==> src/rtl/gdad_pkg.sv <==
// gdad_pkg: calendar constants and month-length helpers for the
// Gregorian date-plus-days block. No dependencies.
package gdad_pkg;

  localparam int unsigned CycleYears = 400;
  localparam int unsigned RemBits    = 9;   // holds a year mod 400

  localparam logic [3:0] MONTH_JAN = 4'd1;
  localparam logic [3:0] MONTH_FEB = 4'd2;
  localparam logic [3:0] MONTH_DEC = 4'd12;

  localparam logic [RemBits-1:0] REM_LAST = RemBits'(CycleYears - 1);

  // floor(x / 25) == (x * RECIP_25) >> RECIP_25_SHIFT for any x below 2^28
  localparam logic [28:0]  RECIP_25       = 29'd343597384;
  localparam int unsigned  RECIP_25_SHIFT = 33;

  // Leap year from the year's remainder mod 400.
  function automatic logic is_leap(input logic [RemBits-1:0] rem);
    logic cent;
    cent = (rem == RemBits'(100)) || (rem == RemBits'(200)) || (rem == RemBits'(300));
    return (rem[1:0] == 2'd0) && !cent;
  endfunction

  // Days in a month; any code outside 1..12 counts as 30.
  function automatic logic [4:0] month_len(input logic [3:0] m, input logic leap);
    logic [4:0] len;
    case (m)
      MONTH_FEB:                      len = leap ? 5'd29 : 5'd28;
      4'd1, 4'd3, 4'd5, 4'd7, 4'd8,
      4'd10, MONTH_DEC:               len = 5'd31;
      default:                        len = 5'd30;
    endcase
    return len;
  endfunction

  function automatic logic month_ok(input logic [3:0] m);
    return (m >= MONTH_JAN) && (m <= MONTH_DEC);
  endfunction

endpackage

==> src/rtl/gdad_alu.sv <==
// gdad_alu: subtract/compare unit used by the date sequencer.
// No package dependencies.
module gdad_alu #(
  parameter int unsigned DW = 17
) (
  input  logic [DW-1:0] a,
  input  logic [DW-1:0] b,
  output logic [DW-1:0] diff,
  output logic          ge
);

  logic [DW:0] full;

  assign full = {1'b0, a} - {1'b0, b};
  assign diff = full[DW-1:0];
  assign ge   = !full[DW];   // no borrow: a >= b

endmodule

==> src/rtl/gregorian_date_add_days.sv <==
// gregorian_date_add_days: validates a date, adds a day offset and rolls
// forward month by month. Depends on gdad_pkg and gdad_alu.
//
//  channel | dir | handshake                    | word
//  --------+-----+------------------------------+---------------------------------
//  s_axis  | in  | s_axis_tvalid/s_axis_tready  | day_in, month_in, year_in, days_to_add
//  m_axis  | out | m_axis_tvalid/m_axis_tready  | day_out, month_out, year_out;
//          |     |                              | tuser = year_overflow
//
// Steps per word: capture, year / 400 by reciprocal multiply, year mod 400,
//   validate, one month step per month stepped, then result load.
//   Months stepped is about (day + days_to_add) / 30.4, so the month-step loop
//   through the single subtract/compare unit dominates for a long offset.
// s_axis_tready is high only while the sequencer is idle; one word is in flight.
// The result sits in an output register; a new word is taken while it waits,
//   and the sequencer holds its last step until the register is free.
// rst is synchronous, active high; it clears the sequencer and output valid.
module gregorian_date_add_days #(
  parameter int unsigned YEAR_BITS   = 14,
  parameter int unsigned OFFSET_BITS = 16
) (
  input  logic clk,
  input  logic rst,
  input  logic s_axis_tvalid,
  output logic s_axis_tready,
  // [7:0] day_in, [11:8] month_in, then year_in, then days_to_add, zero pad
  input  logic [((12 + YEAR_BITS + OFFSET_BITS + 7) / 8) * 8 - 1:0] s_axis_tdata,
  output logic m_axis_tvalid,
  input  logic m_axis_tready,
  // [4:0] day_out, [8:5] month_out, then year_out, zero pad
  output logic [((9 + YEAR_BITS + 7) / 8) * 8 - 1:0] m_axis_tdata,
  // [0] year_overflow
  output logic m_axis_tuser
);

  import gdad_pkg::*;

  localparam int unsigned OUT_W  = ((9 + YEAR_BITS + 7) / 8) * 8;
  localparam int unsigned SUM_W  = ((OFFSET_BITS > 8) ? OFFSET_BITS : 8) + 1;
  localparam int unsigned DW     = SUM_W;
  localparam int unsigned HI_W   = YEAR_BITS - 3;   // year / 16 with a spare top bit
  localparam int unsigned PROD_W = HI_W + $bits(RECIP_25);

  typedef enum logic [2:0] {ST_IDLE, ST_MOD, ST_REM, ST_VALID, ST_STEP} state_t;

  state_t                 state;
  logic [7:0]             day;
  logic [3:0]             mon;
  logic [YEAR_BITS-1:0]   yr;
  logic [OFFSET_BITS-1:0] add;
  logic [DW-1:0]          nd;
  logic [RemBits-1:0]     rem;
  logic [HI_W-1:0]        quot;     // year / 400
  logic                   ovf;

  logic                   out_valid;
  logic [4:0]             out_day;
  logic [3:0]             out_mon;
  logic [YEAR_BITS-1:0]   out_yr;
  logic                   out_ovf;

  logic [DW-1:0] alu_a, alu_b, alu_diff;
  logic          alu_ge;
  logic          leap;
  logic [4:0]    cur_len;
  logic          more;      // day still past end of month
  logic          out_free;
  logic          out_load;
  logic [YEAR_BITS:0] yr_inc;
  logic [7:0]    day_ok;
  logic [HI_W-1:0]   yr_hi;
  logic [PROD_W-1:0] prod;
  logic [HI_W-1:0]   q25;
  logic [HI_W-1:0]   hi_rem;

  assign leap     = is_leap(rem);
  assign cur_len  = month_len(mon, leap);
  assign more     = alu_ge && (alu_diff != '0);
  assign out_free = !out_valid || m_axis_tready;
  assign out_load = (state == ST_STEP) && !more && out_free;
  assign yr_inc   = {1'b0, yr} + (YEAR_BITS + 1)'(1);
  assign day_ok   = ((day != 8'd0) && (day <= {3'd0, cur_len})) ? day : 8'd0;

  // year mod 400 = (year / 16 mod 25) * 16 + year[3:0]
  assign yr_hi  = {1'b0, yr[YEAR_BITS-1:4]};
  assign prod   = PROD_W'(yr_hi) * PROD_W'(RECIP_25);
  assign q25    = (quot << 4) + (quot << 3) + quot;   // quot * 25
  assign hi_rem = yr_hi - q25;

  // One unit: month steps during ST_STEP.
  assign alu_a = nd;
  assign alu_b = DW'(cur_len);

  gdad_alu #(.DW(DW)) u_alu (
    .a    (alu_a),
    .b    (alu_b),
    .diff (alu_diff),
    .ge   (alu_ge)
  );

  always_ff @(posedge clk) begin
    if (rst) begin
      state     <= ST_IDLE;
      out_valid <= 1'b0;
    end else begin
      if (out_load) begin
        out_valid <= 1'b1;
      end else if (out_valid && m_axis_tready) begin
        out_valid <= 1'b0;
      end
      case (state)
        ST_IDLE: begin
          if (s_axis_tvalid) begin
            day   <= s_axis_tdata[7:0];
            mon   <= s_axis_tdata[11:8];
            yr    <= s_axis_tdata[12 +: YEAR_BITS];
            add   <= s_axis_tdata[12 + YEAR_BITS +: OFFSET_BITS];
            ovf   <= 1'b0;
            state <= ST_MOD;
          end
        end
        ST_MOD: begin
          quot  <= HI_W'(prod >> RECIP_25_SHIFT);
          state <= ST_REM;
        end
        ST_REM: begin
          rem   <= {hi_rem[4:0], yr[3:0]};
          state <= ST_VALID;
        end
        ST_VALID: begin
          // day checked against the raw month; bad month then becomes 0
          mon   <= month_ok(mon) ? mon : 4'd0;
          nd    <= DW'(day_ok) + DW'(add);
          state <= ST_STEP;
        end
        ST_STEP: begin
          if (more) begin
            nd <= alu_diff;
            if (mon == MONTH_DEC) begin
              mon <= MONTH_JAN;
              yr  <= yr_inc[YEAR_BITS-1:0];
              ovf <= ovf | yr_inc[YEAR_BITS];
              rem <= (rem == REM_LAST) ? '0 : rem + RemBits'(1);
            end else begin
              mon <= mon + 4'd1;
            end
          end else if (out_free) begin
            out_ovf   <= ovf;
            out_day   <= ovf ? 5'd0 : nd[4:0];
            out_mon   <= ovf ? 4'd0 : mon;
            out_yr    <= ovf ? '0 : yr;
            state     <= ST_IDLE;
          end
        end
        default: state <= ST_IDLE;
      endcase
    end
  end

  assign s_axis_tready = (state == ST_IDLE);
  assign m_axis_tvalid = out_valid;
  assign m_axis_tuser  = out_ovf;
  assign m_axis_tdata  = OUT_W'({out_yr, out_mon, out_day});

  // Overflowed results carry an all-zero date.
  assert property (@(posedge clk) disable iff (rst)
    (m_axis_tvalid && m_axis_tuser) |-> (m_axis_tdata == '0))
    else $error("overflow result with nonzero date");

  // Result month is 0..12.
  assert property (@(posedge clk) disable iff (rst)
    m_axis_tvalid |-> (m_axis_tdata[8:5] <= MONTH_DEC))
    else $error("result month out of range");

  // Year remainder stays below 400 once computed.
  assert property (@(posedge clk) disable iff (rst)
    (state == ST_STEP) |-> (rem <= REM_LAST))
    else $error("year remainder out of range");

  // A finished step with a free output register loads it and returns to idle.
  assert property (@(posedge clk) disable iff (rst)
    (state == ST_STEP && !more && out_free) |=> (state == ST_IDLE && out_valid))
    else $error("finished word not delivered");

  // The remainder comes from the multiply state followed by the reduce state.
  assert property (@(posedge clk) disable iff (rst)
    (state == ST_MOD) |=> (state == ST_REM))
    else $error("remainder sequence out of order");

endmodule

==> config.mk <==
export PLATFORM = sky130hd
export DESIGN_NAME = gregorian_date_add_days
export DESIGN_NICKNAME = d
export VERILOG_FILES = /design/src/rtl/gdad_pkg.sv /design/src/rtl/gdad_alu.sv /design/src/rtl/gregorian_date_add_days.sv
export SDC_FILE = /design/constraint.sdc
export NUM_CORES = 1
export LEC_CHECK = 0
export ABC_AREA = 1
export BUFFER_PORTS_ARGS = -buffer_cell sky130_fd_sc_hd__buf_2
export CAP_MARGIN = 5
export CORE_MARGIN = 5
export CORE_UTILIZATION = 45
export DETAILED_ROUTE_END_ITERATION = 6
export PLACE_DENSITY_LB_ADDON = 0.15
export SYNTH_ARGS = -nofsm -noshare
export SYNTH_HDL_FRONTEND = slang
export SYNTH_SLANG_ARGS = --single-unit
==> constraint.sdc <==
create_clock -name clk -period 7.4 [get_ports clk]
set_input_delay 2.22 -clock clk [delete_from_list [all_inputs] [get_ports clk]]
set_output_delay 2.22 -clock clk [all_outputs]
set_load 0.01 [all_outputs]
==> qor.yml <==
synth:
  synth-edff-count: 98
  synth_seq_cells: 102
  syn_area_sq_um: 9440
  synth_cell_types: 50
  synth_cells: 1061
  yosysSeqAreaShare: 0.320
  ys.flop_type: "edfxtp_1"
  ys_async_sr_fraction: 0
  yosys_warnings: 0
  syn_avg_cell_area_sq_um: 8.89
layout:
  area_growth_pct: 10.7
  final_net_count: 1380
  design_area_sq_um: 10400
  antenna_cells: 0
  fillers: 2026
  layout-drive-gt1-share: 0.107
floorplan:
  die-area_sq_um: 24000
  core_area_sq_um: 20800
  num_io_pins: 79
  die_w_um: 155
  rows: 53
  chipHeight_um: 155
  start_util: 0.453
detailed_routing:
  vias_per_cell: 4.97
  wl_met2_mm: 9.69
  drt-total-wl_mm: 22.0
  postRouteAntennaNets: 0
  wl_met1_mm: 11.0
  highest_layer: "met4"
  drt_pass1_iterations: 5
  wl_per_cell_um: 15.5
  met3RoutedLength_mm: 1.12
  drc: 0
  num_vias: 7050
  first_iter_violations: 404
timing:
  period_share: 0.709
  hold_viol: 0
  worst_pin_slew_ns: 1.15
  slew_headroom: 0.232
  tns_ns: 0
  period_minus_slack_ns: 5.24
  fmax_mhz: 191
  finalMaxSlewViolations: 0
  rsz0062_at_grt: "false"
  setup_violations: 0
  timing.hold.ws_ns: 0.600
  fin_ws_ns: 2.16
  fin_skew_ns: 0.0105
place:
  post-place-ws_ns: 2.18
  port_buffers: 71
  hpwl_mm: 18.2
  placed_area_sq_um: 10100
  gp_congestion: 0.883
critical_path:
  critPathMaxStageDelay_ns: 0.63
  startpoint_type: "register"
  critical_path_class: "reg -> reg"
  path_cells: "fa_1, inv_1, fa_1, fa_1, inv_1, fa_1, fa_1, ha_1, a21o_1, a21boi_0, o21ai_0, nand3_1, o211ai_1, a221oi_1, nand2_1, xor2_1"
  worstPathRequired_ns: 7.49
  crit_arrival_ns: 5.33
  critPathBufInv: 2
  r2r-start: "yr[11]"
  critPathTopFamily: "adder cells"
  path_common_cell: "fa_1"
  worst_path_max_delay_cell: "fa_1"
  crit_path_end_kind: "register"
  reg2reg_slack_ns: 2.16
  cp_max_fo: 8
  critical_path.startpoint: "yr[11]"
cts:
  clock_sinks: 102
  clk_latency_ns: 0.35
  ctsResizeCount: 0
  hold_buffers: 0
  post_cts_buffers: 0
  cts_tree: "done"
  cts.path.max_buffers: 2
  htreeDepth: 3
  clk_pin_slew_ns: 0.08
  root_buffer: "clkbuf_16"
  cts_buffers: 9
worst_hold_path:
  hp-class: "reg -> reg"
  min_from: "alu_a[1]"
power:
  vdd_drop_max_mv: 0.170
  leakage_uw: 0.00510
  p_per_area_nw_per_um2: 270
grt:
  first_global_vias: 6990
  track_usage: 0.190
  overflow: 0
  antenna_found_initial: 0
  grt_pass1_wl_mm: 36.0
  grt_max_degree: 50
flow_run:
  cap_violations: 0
outcome:
  status: "finished clean"
## logic make-up (layout without fill, tap and decap cells)
group | count (synthesis) | after routing | synth area share
muxes | 1 | 1 | 0.00106
other | 1 | 4 | 0.000397
xor gates and xnor gates | 36 | 36 | 0.0334
buffers and inverters | 226 | 306 | 0.0911
AOI/OAI and AO/OA | 127 | 127 | 0.0785
DFF | 102 | 102 | 0.320
adders and majority gates | 189 | 189 | 0.298
and+or+nand+nor | 379 | 379 | 0.178
## metal layers
metal	up-vias	track usage
met5	-	0
met3	13	0.0353
li1	3633	-
met4	0	0.0349
met1	3269	0.281
met2	135	0.296
## power by group
| part | internal [uW] | leakage, uW | switching, uW |
|---|---|---|---|
| registers | 687 | 0.000930 | 37.5 |
| clock network | 267 | 0.000146 | 232 |
| logic | 618 | 0.00402 | 977 |
## tightest hold or removal path: stages (launching register included)
cell	delay, ns
edfxtp_1	0.38
inv_1	0.05
nor2_1	0.07
## sequential cells by signal (all words and copies together), names as in the netlist
signal and flops:
alu_a 17, add 16, out_yr 14, yr 14, rem 9, day 8, out_day 5, quot 5
mon 4, out_mon 4, state 3, m_axis_tuser 1, m_axis_tvalid 1, ovf 1
## metrics by stage
stage,util,instances,total power [uW]
floorplan,-,1064,1910
global placement,0.487,1403,2310
detailed placement,0.487,1403,2330
CTS,0.502,1419,2840
global route,0.502,1419,3120
finish,0.502,1419,2820
## cell usage after synthesis, types with 3 or more instances
cell / count / area (sq um)
xor2_1: 25 / 219
nand2_1: 173 / 649
nand4_1: 16 / 100
ha_1: 130 / 1630
fa_1: 59 / 1180
o211ai_1: 4 / 30.0
o21ai_0: 44 / 220
inv_2: 6 / 22.5
o21bai_1: 4 / 30.0
a21o_1: 5 / 37.5
a21oi_1: 37 / 185
a211oi_1: 3 / 22.5
nor4_1: 6 / 37.5
nor3_1: 12 / 60.1
a21oi_2: 3 / 26.3
edfxtp_1: 98 / 2940
inv_1: 207 / 777
nand2_4: 3 / 33.8
clkbuf_1: 10 / 37.5
dfxtp_1: 4 / 80.1
nor2_1: 102 / 383
nand3_1: 47 / 235
nand2_2: 6 / 37.5
xnor2_1: 11 / 96.3
o22ai_1: 9 / 56.3
a31oi_1: 6 / 37.5
## final cells by class
class                      count  area, sq um  share of cell area
multi-input combinational    736         5580               0.534
clock buffer                   9          225              0.0216
sequential                   102         3020               0.289
timing repair buffer          76          393              0.0376
inverter                     214          803              0.0769
tap                          275          344              0.0329
clock inverter                 7         78.8             0.00755
## path summary, 6_finish.rpt
path	endpoint	cells past startpoint
hold / removal	out_day[1]	2
setup reg to reg	quot[4]	16
setup / recovery	quot[4]	16
hold reg to reg	out_day[1]	2
## cell usage in the layout, fill, tap and decap left out, drive strengths merged, types with 2 or more instances in the layout
cell,instances
nor2,105
fa,59
clkinv,3
xor2,25
o31ai,2
o22ai,9
conb,4
nor3,14
nand2,183
o21ai,46
ha,130
clkbuf,9
nand3,49
a31oi,6
nor4,6
a211oi,3
a21o,5
or2,2
a21oi,40
edfxtp,98
xnor2,11
a21boi,3
o211ai,4
nor3b,2
nand4,16
dfxtp,4
inv,216
buf,76
o21bai,4
(Power assumes the default switching activity.)
